==> config.mk <==
export PLATFORM = sky130hd
export DESIGN_NAME = json_string_unescape
export DESIGN_NICKNAME = d
export VERILOG_FILES = /design/src/rtl/jsu_pkg.sv /design/src/rtl/jsu_front.sv /design/src/rtl/jsu_queue.sv /design/src/rtl/jsu_back.sv /design/src/rtl/json_string_unescape.sv
export SDC_FILE = /design/constraint.sdc
export NUM_CORES = 1
export LEC_CHECK = 0
export ABC_AREA = 1
export BUFFER_PORTS_ARGS = -buffer_cell sky130_fd_sc_hd__buf_2
export CAP_MARGIN = 30
export CELL_PAD_IN_SITES_DETAIL_PLACEMENT = 0
export CELL_PAD_IN_SITES_GLOBAL_PLACEMENT = 1
export CORE_UTILIZATION = 44
export DETAILED_ROUTE_END_ITERATION = 10
export GPL_TIMING_DRIVEN = 1
export PLACE_DENSITY_LB_ADDON = 0.1
export SETUP_SLACK_MARGIN = 0.15
export SLEW_MARGIN = 40
export SYNTH_ARGS = -nofsm -noshare
export SYNTH_HDL_FRONTEND = slang
export SYNTH_SLANG_ARGS = --single-unit
==> constraint.sdc <==
create_clock -name clk -period 6.1 [get_ports clk]
set_input_delay 0.305 -clock clk [delete_from_list [all_inputs] [get_ports clk]]
set_output_delay 0.305 -clock clk [all_outputs]
set_load 0.05 [all_outputs]
==> src/rtl/jsu_pkg.sv <==
// jsu_pkg: shared types and constants of the json string unescaper
// holds the job record passed from the front end through the queue to the back end
// no dependencies
`default_nettype none

package jsu_pkg;

    // configuration register
    localparam int unsigned BUF_SIZE_W = 17;
    localparam logic [BUF_SIZE_W-1:0] BUF_SIZE_RESET = 17'd256;

    // final status codes
    localparam logic [1:0] ST_OK    = 2'd0;
    localparam logic [1:0] ST_TYPE  = 2'd1;
    localparam logic [1:0] ST_PARSE = 2'd2;
    localparam logic [1:0] ST_SMALL = 2'd3;

    // job queue between front and back
    localparam int unsigned Q_DEPTH = 4;
    localparam int unsigned Q_PTR_W = 2;
    localparam int unsigned Q_CNT_W = 3;

    // results caused by one input byte: up to three data bytes, then an optional status
    typedef struct packed {
        logic [1:0]      ndata;
        logic [2:0][7:0] bytes;
        logic            has_status;
        logic [1:0]      st;
    } job_t;

endpackage

`default_nettype wire

==> src/rtl/jsu_front.sv <==
// jsu_front: takes source bytes, tracks the string state and builds one job per byte that causes results
// depends on jsu_pkg
`default_nettype none

module jsu_front (
    input  wire logic                          clk,
    input  wire logic                          rst_n,
    input  wire logic                          in_valid,
    output logic                               in_stall,
    input  wire logic [7:0]                    data_byte,
    input  wire logic                          start_req,
    input  wire logic [jsu_pkg::BUF_SIZE_W-1:0] buffer_size,
    input  wire logic                          q_full,
    output logic                               push,
    output jsu_pkg::job_t                      push_job
);

    localparam logic [2:0] MODE_QUOTE = 3'd0;
    localparam logic [2:0] MODE_STR   = 3'd1;
    localparam logic [2:0] MODE_ESC   = 3'd2;
    localparam logic [2:0] MODE_HEX   = 3'd3;
    localparam logic [2:0] MODE_DONE  = 3'd4;

    localparam logic [7:0] CH_NUL   = 8'h00;
    localparam logic [7:0] CH_QUOTE = 8'h22;
    localparam logic [7:0] CH_BSL   = 8'h5C;
    localparam logic [7:0] CH_SLASH = 8'h2F;
    localparam logic [7:0] CH_QMARK = 8'h3F;

    localparam int unsigned BW = jsu_pkg::BUF_SIZE_W;

    logic [2:0]    mode_reg, mode_next, mode_cur;
    logic [1:0]    cnt_reg, cnt_next, cnt_cur;
    logic [15:0]   cp_reg, cp_next, cp_cur, cp_new;
    logic [BW-1:0] bw_reg, bw_next, bw_cur;
    logic [BW-1:0] cap;
    logic          room1, room2, room3;
    logic          accept;
    logic          esc_hit, esc_done;
    logic [7:0]    esc_byte;
    logic          hex_ok;
    logic [3:0]    hex_val;
    logic [7:0]    c_dig, c_low, c_up;
    jsu_pkg::job_t job;

    assign accept   = in_valid && !q_full;
    assign in_stall = q_full;

    // capacity is one less than the buffer size, a zero size counts as one
    assign cap = (buffer_size == '0) ? '0 : buffer_size - BW'(1);

    assign mode_cur = start_req ? MODE_QUOTE : mode_reg;
    assign cnt_cur  = start_req ? 2'd0 : cnt_reg;
    assign cp_cur   = start_req ? 16'd0 : cp_reg;
    assign bw_cur   = start_req ? '0 : bw_reg;

    assign room1 = bw_cur < cap;
    assign room2 = ({1'b0, bw_cur} + (BW+1)'(1)) < {1'b0, cap};
    assign room3 = ({1'b0, bw_cur} + (BW+1)'(2)) < {1'b0, cap};

    // hex digit decode
    assign c_dig = data_byte - 8'h30;
    assign c_low = data_byte - 8'h57;
    assign c_up  = data_byte - 8'h37;

    always_comb
    begin
        hex_ok  = 1'b1;
        hex_val = 4'd0;
        priority if (data_byte >= 8'h30 && data_byte <= 8'h39)
            hex_val = c_dig[3:0];
        else if (data_byte >= 8'h61 && data_byte <= 8'h66)
            hex_val = c_low[3:0];
        else if (data_byte >= 8'h41 && data_byte <= 8'h46)
            hex_val = c_up[3:0];
        else
            hex_ok = 1'b0;
    end

    assign cp_new = {cp_cur[11:0], hex_val};

    always_comb
    begin
        mode_next = mode_cur;
        cnt_next  = cnt_cur;
        cp_next   = cp_cur;
        bw_next   = bw_cur;
        job       = '0;
        job.st    = jsu_pkg::ST_OK;
        esc_hit   = 1'b0;
        esc_done  = 1'b0;
        esc_byte  = 8'h00;

        unique case (mode_cur)
            MODE_QUOTE:
            begin
                if (data_byte == CH_QUOTE)
                    mode_next = MODE_STR;
                else
                begin
                    job.has_status = 1'b1;
                    job.st         = jsu_pkg::ST_TYPE;
                    mode_next      = MODE_DONE;
                end
            end
            MODE_STR:
            begin
                priority if (data_byte == CH_NUL)
                begin
                    job.has_status = 1'b1;
                    job.st         = jsu_pkg::ST_PARSE;
                    mode_next      = MODE_DONE;
                end
                else if (data_byte == CH_QUOTE)
                begin
                    job.has_status = 1'b1;
                    job.st         = jsu_pkg::ST_OK;
                    mode_next      = MODE_DONE;
                end
                else if (data_byte == CH_BSL)
                    mode_next = MODE_ESC;
                else if (room1)
                begin
                    job.ndata    = 2'd1;
                    job.bytes[0] = data_byte;
                    bw_next      = bw_cur + BW'(1);
                end
                else
                begin
                    job.has_status = 1'b1;
                    job.st         = jsu_pkg::ST_SMALL;
                    mode_next      = MODE_DONE;
                end
            end
            MODE_ESC:
            begin
                mode_next = MODE_STR;
                unique case (data_byte)
                    8'h6E:    begin esc_hit = 1'b1; esc_byte = 8'h0A;    end // n
                    8'h72:    begin esc_hit = 1'b1; esc_byte = 8'h0D;    end // r
                    8'h74:    begin esc_hit = 1'b1; esc_byte = 8'h09;    end // t
                    CH_QUOTE: begin esc_hit = 1'b1; esc_byte = CH_QUOTE; end
                    CH_BSL:   begin esc_hit = 1'b1; esc_byte = CH_BSL;   end
                    CH_SLASH: begin esc_hit = 1'b1; esc_byte = CH_SLASH; end
                    8'h62:    begin esc_hit = 1'b1; esc_byte = 8'h08;    end // b
                    8'h66:    begin esc_hit = 1'b1; esc_byte = 8'h0C;    end // f
                    8'h75:                                                   // u
                    begin
                        mode_next = MODE_HEX;
                        cnt_next  = 2'd0;
                        cp_next   = 16'd0;
                    end
                    default:
                    begin
                        job.has_status = 1'b1;
                        job.st         = jsu_pkg::ST_PARSE;
                        mode_next      = MODE_DONE;
                    end
                endcase
                if (esc_hit)
                begin
                    esc_done = 1'b1;
                    if (room1)
                    begin
                        job.ndata    = 2'd1;
                        job.bytes[0] = esc_byte;
                        bw_next      = bw_cur + BW'(1);
                    end
                end
            end
            MODE_HEX:
            begin
                if (!hex_ok)
                begin
                    job.has_status = 1'b1;
                    job.st         = jsu_pkg::ST_PARSE;
                    mode_next      = MODE_DONE;
                end
                else
                begin
                    cp_next = cp_new;
                    if (cnt_cur == 2'd3)
                    begin
                        cnt_next  = 2'd0;
                        mode_next = MODE_STR;
                        esc_done  = 1'b1;
                        // surrogates collapse to a question mark
                        priority if (cp_new[15:11] == 5'b11011)
                        begin
                            if (room1)
                            begin
                                job.ndata    = 2'd1;
                                job.bytes[0] = CH_QMARK;
                                bw_next      = bw_cur + BW'(1);
                            end
                        end
                        else if (cp_new[15:7] == 9'd0)
                        begin
                            if (room1)
                            begin
                                job.ndata    = 2'd1;
                                job.bytes[0] = cp_new[7:0];
                                bw_next      = bw_cur + BW'(1);
                            end
                        end
                        else if (cp_new[15:11] == 5'd0)
                        begin
                            if (room2)
                            begin
                                job.ndata    = 2'd2;
                                job.bytes[0] = {3'b110, cp_new[10:6]};
                                job.bytes[1] = {2'b10, cp_new[5:0]};
                                bw_next      = bw_cur + BW'(2);
                            end
                        end
                        else
                        begin
                            if (room3)
                            begin
                                job.ndata    = 2'd3;
                                job.bytes[0] = {4'b1110, cp_new[15:12]};
                                job.bytes[1] = {2'b10, cp_new[11:6]};
                                job.bytes[2] = {2'b10, cp_new[5:0]};
                                bw_next      = bw_cur + BW'(3);
                            end
                        end
                    end
                    else
                        cnt_next = cnt_cur + 2'd1;
                end
            end
            default:
            begin
                // finished: bytes are dropped until the next start
            end
        endcase

        // a completed escape with the buffer now full ends the run
        if (esc_done && bw_next >= cap)
        begin
            job.has_status = 1'b1;
            job.st         = jsu_pkg::ST_SMALL;
            mode_next      = MODE_DONE;
        end
    end

    assign push     = accept && (job.ndata != 2'd0 || job.has_status);
    assign push_job = job;

    always_ff @(posedge clk or negedge rst_n)
    begin
        if (!rst_n)
        begin
            mode_reg <= MODE_QUOTE;
            cnt_reg  <= 2'd0;
            cp_reg   <= 16'd0;
            bw_reg   <= '0;
        end
        else if (accept)
        begin
            mode_reg <= mode_next;
            cnt_reg  <= cnt_next;
            cp_reg   <= cp_next;
            bw_reg   <= bw_next;
        end
    end

`ifndef SYNTH
    a_status_ends_run: assert property (@(posedge clk) disable iff (!rst_n)
        (push && push_job.has_status) |=> (mode_reg == MODE_DONE))
        else $error("status pushed but run not finished");
    a_done_is_silent: assert property (@(posedge clk) disable iff (!rst_n)
        (accept && !start_req && mode_reg == MODE_DONE) |-> !push)
        else $error("job pushed after final status");
`endif

endmodule

`default_nettype wire

==> src/rtl/jsu_queue.sv <==
// jsu_queue: short job queue in flip-flops between front and back end
// depends on jsu_pkg
`default_nettype none

module jsu_queue (
    input  wire logic          clk,
    input  wire logic          rst_n,
    input  wire logic          push,
    input  wire jsu_pkg::job_t push_job,
    output logic               full,
    input  wire logic          pop,
    output logic               q_valid,
    output jsu_pkg::job_t      q_job
);

    jsu_pkg::job_t                  slot_reg [jsu_pkg::Q_DEPTH];
    logic [jsu_pkg::Q_PTR_W-1:0]    wr_ptr_reg, rd_ptr_reg;
    logic [jsu_pkg::Q_CNT_W-1:0]    cnt_reg, cnt_next;
    logic                           do_pop;

    assign full    = (cnt_reg == jsu_pkg::Q_CNT_W'(jsu_pkg::Q_DEPTH));
    assign q_valid = (cnt_reg != '0);
    assign q_job   = slot_reg[rd_ptr_reg];
    assign do_pop  = pop && q_valid;

    always_comb
    begin
        cnt_next = cnt_reg;
        if (push && !do_pop)
            cnt_next = cnt_reg + jsu_pkg::Q_CNT_W'(1);
        else if (!push && do_pop)
            cnt_next = cnt_reg - jsu_pkg::Q_CNT_W'(1);
    end

    always_ff @(posedge clk)
    begin
        if (push)
            slot_reg[wr_ptr_reg] <= push_job;
    end

    always_ff @(posedge clk or negedge rst_n)
    begin
        if (!rst_n)
        begin
            wr_ptr_reg <= '0;
            rd_ptr_reg <= '0;
            cnt_reg    <= '0;
        end
        else
        begin
            if (push)
                wr_ptr_reg <= wr_ptr_reg + jsu_pkg::Q_PTR_W'(1);
            if (do_pop)
                rd_ptr_reg <= rd_ptr_reg + jsu_pkg::Q_PTR_W'(1);
            cnt_reg <= cnt_next;
        end
    end

`ifndef SYNTH
    a_no_overflow: assert property (@(posedge clk) disable iff (!rst_n)
        push |-> !full)
        else $error("push into full queue");
    a_ptr_gap: assert property (@(posedge clk) disable iff (!rst_n)
        (cnt_reg != jsu_pkg::Q_CNT_W'(jsu_pkg::Q_DEPTH))
            |-> (jsu_pkg::Q_PTR_W'(wr_ptr_reg - rd_ptr_reg) == cnt_reg[jsu_pkg::Q_PTR_W-1:0]))
        else $error("queue pointers disagree with fill count");
`endif

endmodule

`default_nettype wire

==> src/rtl/jsu_back.sv <==
// jsu_back: unpacks jobs into single results and holds them in the output register
// depends on jsu_pkg
`default_nettype none

module jsu_back (
    input  wire logic          clk,
    input  wire logic          rst_n,
    input  wire logic          q_valid,
    input  wire jsu_pkg::job_t q_job,
    output logic               pop,
    output logic               out_valid,
    input  wire logic          out_stall,
    output logic [7:0]         out_byte,
    output logic               is_status,
    output logic [1:0]         status,
    output logic               last
);

    jsu_pkg::job_t cur_reg;
    logic          cur_valid_reg, cur_valid_next;
    logic [1:0]    pos_reg, pos_next;
    logic [2:0]    total;
    logic          cur_last, out_free, advance, cur_done;
    logic [7:0]    sel_byte;

    logic          out_valid_reg;
    logic [7:0]    out_byte_reg;
    logic          is_status_reg;
    logic [1:0]    status_reg;
    logic          last_reg;

    assign total    = {1'b0, cur_reg.ndata} + {2'b00, cur_reg.has_status};
    assign cur_last = ({1'b0, pos_reg} + 3'd1) == total;
    assign out_free = !out_valid_reg || !out_stall;
    assign advance  = cur_valid_reg && out_free;
    assign cur_done = advance && cur_last;
    assign pop      = q_valid && (!cur_valid_reg || cur_done);

    always_comb
    begin
        unique case (pos_reg)
            2'd0:    sel_byte = cur_reg.bytes[0];
            2'd1:    sel_byte = cur_reg.bytes[1];
            2'd2:    sel_byte = cur_reg.bytes[2];
            default: sel_byte = 8'h00;
        endcase
    end

    always_comb
    begin
        cur_valid_next = cur_valid_reg;
        pos_next       = pos_reg;
        if (pop)
        begin
            cur_valid_next = 1'b1;
            pos_next       = 2'd0;
        end
        else if (cur_done)
            cur_valid_next = 1'b0;
        else if (advance)
            pos_next = pos_reg + 2'd1;
    end

    always_ff @(posedge clk)
    begin
        if (pop)
            cur_reg <= q_job;
        if (advance)
        begin
            last_reg <= cur_last;
            if (pos_reg < cur_reg.ndata)
            begin
                out_byte_reg  <= sel_byte;
                is_status_reg <= 1'b0;
                status_reg    <= jsu_pkg::ST_OK;
            end
            else
            begin
                out_byte_reg  <= 8'h00;
                is_status_reg <= 1'b1;
                status_reg    <= cur_reg.st;
            end
        end
    end

    always_ff @(posedge clk or negedge rst_n)
    begin
        if (!rst_n)
        begin
            cur_valid_reg <= 1'b0;
            pos_reg       <= 2'd0;
            out_valid_reg <= 1'b0;
        end
        else
        begin
            cur_valid_reg <= cur_valid_next;
            pos_reg       <= pos_next;
            if (advance)
                out_valid_reg <= 1'b1;
            else if (!out_stall)
                out_valid_reg <= 1'b0;
        end
    end

    assign out_valid = out_valid_reg;
    assign out_byte  = out_byte_reg;
    assign is_status = is_status_reg;
    assign status    = status_reg;
    assign last      = last_reg;

`ifndef SYNTH
    a_pos_in_job: assert property (@(posedge clk) disable iff (!rst_n)
        cur_valid_reg |-> ({1'b0, pos_reg} < total))
        else $error("result index beyond job");
`endif

endmodule

`default_nettype wire

==> src/rtl/json_string_unescape.sv <==
// json_string_unescape: top level, front end, job queue and back end
// depends on jsu_pkg, jsu_front, jsu_queue, jsu_back
// path: the results of a byte pass a queue slot, the back end's job register and the output register
// throughput: one byte per cycle while each byte causes at most one result and out_stall is low;
//   a byte with more results holds the back end, which has a single output register
// reset: buffer size 256, string state waits for an opening quote, queue and output empty
`default_nettype none

module json_string_unescape (
    input  wire logic                           clk,
    input  wire logic                           rst_n,
    // source byte channel
    input  wire logic                           in_valid,
    output logic                                in_stall,
    input  wire logic [7:0]                     data_byte,
    input  wire logic                           start_req,
    // result channel
    output logic                                out_valid,
    input  wire logic                           out_stall,
    output logic [7:0]                          out_byte,
    output logic                                is_status,
    output logic [1:0]                          status,
    output logic                                last,
    // buffer size register
    input  wire logic                           cfg_wr_en,
    input  wire logic [jsu_pkg::BUF_SIZE_W-1:0] cfg_wr_data
);

    logic [jsu_pkg::BUF_SIZE_W-1:0] buffer_size_reg;
    logic                           push, q_full, q_valid, pop;
    jsu_pkg::job_t                  push_job, q_job;

    // buffer size, capacity is one less
    always_ff @(posedge clk or negedge rst_n)
    begin
        if (!rst_n)
            buffer_size_reg <= jsu_pkg::BUF_SIZE_RESET;
        else if (cfg_wr_en)
            buffer_size_reg <= cfg_wr_data;
    end

    // front end: string state, one job per transfer that causes results
    jsu_front u_front (
        .clk         (clk),
        .rst_n       (rst_n),
        .in_valid    (in_valid),
        .in_stall    (in_stall),
        .data_byte   (data_byte),
        .start_req   (start_req),
        .buffer_size (buffer_size_reg),
        .q_full      (q_full),
        .push        (push),
        .push_job    (push_job)
    );

    // queue lets bursts of up to four jobs drain while new bytes come in
    jsu_queue u_queue (
        .clk      (clk),
        .rst_n    (rst_n),
        .push     (push),
        .push_job (push_job),
        .full     (q_full),
        .pop      (pop),
        .q_valid  (q_valid),
        .q_job    (q_job)
    );

    // back end: one result per cycle into the output register while the output is not stalled
    jsu_back u_back (
        .clk       (clk),
        .rst_n     (rst_n),
        .q_valid   (q_valid),
        .q_job     (q_job),
        .pop       (pop),
        .out_valid (out_valid),
        .out_stall (out_stall),
        .out_byte  (out_byte),
        .is_status (is_status),
        .status    (status),
        .last      (last)
    );

`ifndef SYNTH
    a_status_is_last: assert property (@(posedge clk) disable iff (!rst_n)
        (out_valid && is_status) |-> last)
        else $error("status result not marked last");
`endif

endmodule

`default_nettype wire

==> results.md <==
| Result | Reported | Unit |
|:---|:---|:---|
| Largest fanout on the critical path | 6 | - |
| CP startpoint | u_front.bw_reg[1] | - |
| Fraction of the mapped netlist area in compound gates | 0.106 | - |
| Worst flop-to-flop path startpoint | u_front.bw_reg[1] | - |
| Layout cell share with drive strength beyond 1 | 0.310 | - |
| VDD IR-drop max | 211 | uV |
| Crit path launch type | register | - |
| Largest area contributor in the synthesized netlist | sky130_fd_sc_hd__edfxtp_1 | - |
| Required time of the worst setup path | 6.49 | ns |
| Placer congestion estimate | 0.927 | - |
| Share of synthesized cell area in full adder, half adder and majority cells | 0.0839 | - |
| Synth Flop Type | sky130_fd_sc_hd__edfxtp_1 | - |
| Clock sinks | 209 | - |
| Buffer depth of the longest clock path | 3 | - |
| Max FFs per register | 108 | - |
| Worst slew margin relative to its limit | 0.525 | - |
| Average routed wire per standard cell | 18.8 | um |
| Timing-limited maximum frequency | 166 | MHz |
| Path type of the worst setup path | reg -> reg | - |
| Critical R2R Capture | u_front.bw_reg[12] | - |
| Synth top area cells | sky130_fd_sc_hd__edfxtp_1, sky130_fd_sc_hd__dfrtp_1, sky130_fd_sc_hd__nand2_1, sky130_fd_sc_hd__ha_1, sky130_fd_sc_hd__nor2_1 | - |
| Multiplexer share of the synthesized area | 0.00408 | - |
| Xor-xnor portion of the synthesized cell area | 0.0279 | - |
| Result of the run | finished clean | - |
| First-pass GRT wire length | 66900 | um |
| H-tree Lvls | 1 | - |
| Setup crit end kind | register | - |
| Syn avg cell area | 8.25 | um^2 |
| Starting utilization of the core area | 0.451 | - |
| Simple logic cell fraction of the synthesized area | 0.264 | - |
| Async SR Flop Fraction | 0.297 | - |
| Count of TritonRoute iterations in the first routing pass | 7 | - |
| Worst-margin pin slew | 0.712 | ns |
| Met2 capacity usage during global routing | 0.496 | - |
| DPL Wire Length | 32100 | um |
| Distinct cell type count of the synthesized netlist | 55 | - |
| Number of antenna violations at the first check in global routing | 1 | - |
| CP max-delay cell | sky130_fd_sc_hd__dfrtp_1 | - |
| Final critical-path required period | 6.01 | ns |
| Mapped Nets | 1759 | - |
| Wire length reported by the detailed router | 44900 | um |
| Overall overflow remaining after global route | 0 | - |
| Number of top-level design ports | 45 | - |
| NumNets Final | 2102 | - |
| Number of fillers in the final layout | 2589 | - |
| Post-synth EDFFs | 147 | - |
| Most used routing layer | met2 | - |
| YS warnings | 0 | - |
| Global Route met1 Usage | 0.328 | - |
| CORE AREA | 30000 | um^2 |
| Unrepaired setup endpoints after global routing | true | - |
| Number of cell instances on the worst register-to-register path | 47 | - |
| Ratio of final minimum period to clock period | 0.985 | - |
| Residual DRC | 0 | - |
| Capture point of the critical path | u_front.bw_reg[12] | - |
| Max-slew violation count | 0 | - |
| Post-synthesis sequential area ratio | 0.442 | - |
| Die Ht | 177 | um |
| Post-route clock skew | 0.0177 | ns |
| CTS tree | done | - |
| Dominant combinational cell family by area after synthesis | simple AND/OR/NAND/NOR gates | - |
| Die span in x | 177 | um |
| Cell at the root of the clock tree | sky130_fd_sc_hd__clkbuf_16 | - |
| Number of endpoints with negative hold slack in the final report | 0 | - |
| Cell leakage power | 8.32 | nW |
| Clock slew seen by the registers of the worst setup and hold paths | 0.06 | ns |
| Maximum number of pins on one net before global-route repair | 63 | - |
| Maximum capacitance violations | 0 | - |
| DRC marker count from the first detailed-route iteration | 905 | - |
| Area added between synthesis and finish | 37.7 | % |
| Number of rows created at floorplan | 63 | - |
| Clock network latency to the later pin of the worst-skew pair | 0.51 | ns |
| Power per cell area | 365 | nW/um^2 |
| Longest individual stage delay on the worst path | 0.37 | ns |
| Setup slack of the worst register-to-register path | 0.09 | ns |
| Setup Total Neg Slack | 0 | ns |
| Path category of the worst min-delay check | in -> reg | - |
| Area of the die | 31400 | um^2 |
| Flop and latch count out of synthesis | 209 | - |
| Netlist Area Pre-Place | 13500 | um^2 |
| Number of clock buffers inserted by TritonCTS | 24 | - |
| Number of standard cells after synthesis | 1638 | - |
| Number of vias after detailed routing | 12807 | - |
| Most frequent cell on the critical path | sky130_fd_sc_hd__buf_4 | - |
| Number of global-route vias before repair | 12183 | - |
| Met3 Use GR | 0.0284 | - |
| Port bufs | 44 | - |
| Worst hold slack across all endpoints | 0.0110 | ns |
| Share of the synthesized area in the top cell type | 0.327 | - |
| Endpoint arrival time on the critical path | 6.40 | ns |
| Antenna Nets Post-Route | 0 | - |
| GR Util All Layers | 0.280 | - |
| Number of setup violations in the final report | 0 | - |
| Average via count per standard cell | 5.36 | - |
==> timing repair <==
item,in CTS,in global routing
hold buffers,13,0
gates resized for setup,76,170
hold endpoints to repair,73,0
pin swaps,41,79
endpoints found under the setup margin,111,125
buffers inserted,68,22
gates cloned,1,9
==> worst max-delay path: cells and delay by family (launching register included) <==
family	cells	cell delay, ns
flops	1	0.37
compound gates	1	0.11
simple gates	18	1.67
fa+ha+maj	2	0.46
xor+xnor	1	0.36
buf+inv	25	2.94
==> synthesized netlist by cell type, drive strengths merged (3+ instances only) <==
cell      n
a21oi    50
a221oi    9
a22oi     7
a31oi    11
and2      3
buf      17
clkbuf   29
dfrtp    61
edfxtp  147
ha       89
inv     191
mux2      4
nand2   401
nand3   120
nand3b    4
nand4    30
nor2    214
nor3     24
o211ai   13
o21ai   115
o22ai    29
o32ai     3
or2       4
xnor2     6
xor2     37
==> layer usage <==
metal | up-vias | share of wire
li1 | 6225 | -
met1 | 6104 | 0.40
met2 | 358 | 0.51
met3 | 120 | 0.038
met4 | 0 | 0.061
met5 | - | 0
==> report_power, final <==
part | total [mW] | internal, mW | switching, mW | leakage, nW
combinational | 3.14 | 1.19 | 1.94 | 5.75
sequential | 2.13 | 1.98 | 0.148 | 2.15
clock | 1.52 | 0.937 | 0.578 | 0.412
==> stage by stage <==
stage / util / std cells / power, mW / setup WS (ns) / instance area, um^2
6_report: 0.621 / 2389 / 6.78 / 0.0907 / 18600
3_5_place_dp: 0.521 / 2232 / 4.82 / -0.532 / 15600
4_1_cts: 0.582 / 2357 / 6.52 / 0.106 / 17400
5_1_grt: 0.621 / 2389 / 7.18 / -0.203 / 18600
2_1_floorplan: - / 1638 / 3.82 / 0.210 / 13500
3_3_place_gp: 0.521 / 2232 / 4.78 / -0.432 / 15600
==> cells in the final DEF (no fill, tap or decap), types with 11 or more instances in the layout <==
cell / synthesis / final
sky130_fd_sc_hd__nand3_2: 8 / 25
sky130_fd_sc_hd__nor2_4: 6 / 21
sky130_fd_sc_hd__edfxtp_1: 147 / 147
sky130_fd_sc_hd__nand2_1: 392 / 352
sky130_fd_sc_hd__o21ai_0: 109 / 98
sky130_fd_sc_hd__buf_2: 3 / 44
sky130_fd_sc_hd__o21ai_1: 6 / 13
sky130_fd_sc_hd__inv_1: 179 / 165
sky130_fd_sc_hd__buf_4: 2 / 261
sky130_fd_sc_hd__inv_2: 10 / 18
sky130_fd_sc_hd__nor3_1: 23 / 15
sky130_fd_sc_hd__buf_6: 8 / 29
sky130_fd_sc_hd__o211ai_1: 13 / 13
sky130_fd_sc_hd__nand2_2: 6 / 40
sky130_fd_sc_hd__nor2_1: 195 / 164
sky130_fd_sc_hd__a21oi_2: 1 / 12
sky130_fd_sc_hd__a21oi_1: 49 / 37
sky130_fd_sc_hd__dfrtp_1: 61 / 61
sky130_fd_sc_hd__a31oi_1: 11 / 11
sky130_fd_sc_hd__o22ai_1: 29 / 28
sky130_fd_sc_hd__clkbuf_16: 0 / 30
sky130_fd_sc_hd__dlygate4sd3_1: 0 / 13
sky130_fd_sc_hd__ha_1: 89 / 62
sky130_fd_sc_hd__nand4_1: 23 / 23
sky130_fd_sc_hd__xor2_1: 37 / 37
sky130_fd_sc_hd__nand3_1: 112 / 87
sky130_fd_sc_hd__nor2_2: 9 / 25
sky130_fd_sc_hd__ha_4: 0 / 26
==> worst min-delay path by stage <==
stage | startpoint | to | slack, ns | cells past startpoint
final | cfg_wr_data[11] | buffer_size_reg[11] | 0.01 | 3
after global routing | cfg_wr_data[11] | buffer_size_reg[11] | 0.02 | 3
after CTS | cfg_wr_data[11] | buffer_size_reg[11] | 0.001 | 3
after detailed placement | rst_n | buffer_size_reg[11] | 0.45 | 2
after global placement | u_back.cur_valid_reg | u_back.out_valid | 0.44 | 2
after floorplan | rst_n | buffer_size_reg[0] | 0.009 | 0
==> cell families (layout without fill, tap and decap cells) <==
kind of cell,Yosys count,count (layout)
compound gates,250,250
xor+xnor,43,43
fa+ha+maj,90,90
buf+inv,239,598
flops,209,209
mux,5,5
other cells,0,1
simple gates,802,803
==> cell type report <==
cell class                      instances  area (um^2)  share of cell area
Clock buffer                           31          658              0.0354
Sequential cell                       209         5970               0.321
Inverter                              193          747              0.0402
Tap cell                              390          488              0.0262
Clock inverter                         12          179             0.00962
Multi-Input combinational cell       1191         7600               0.409
Antenna cell                            1         2.50            0.000135
Timing Repair Buffer                  362         2960               0.159
(Power assumes the default switching activity.)
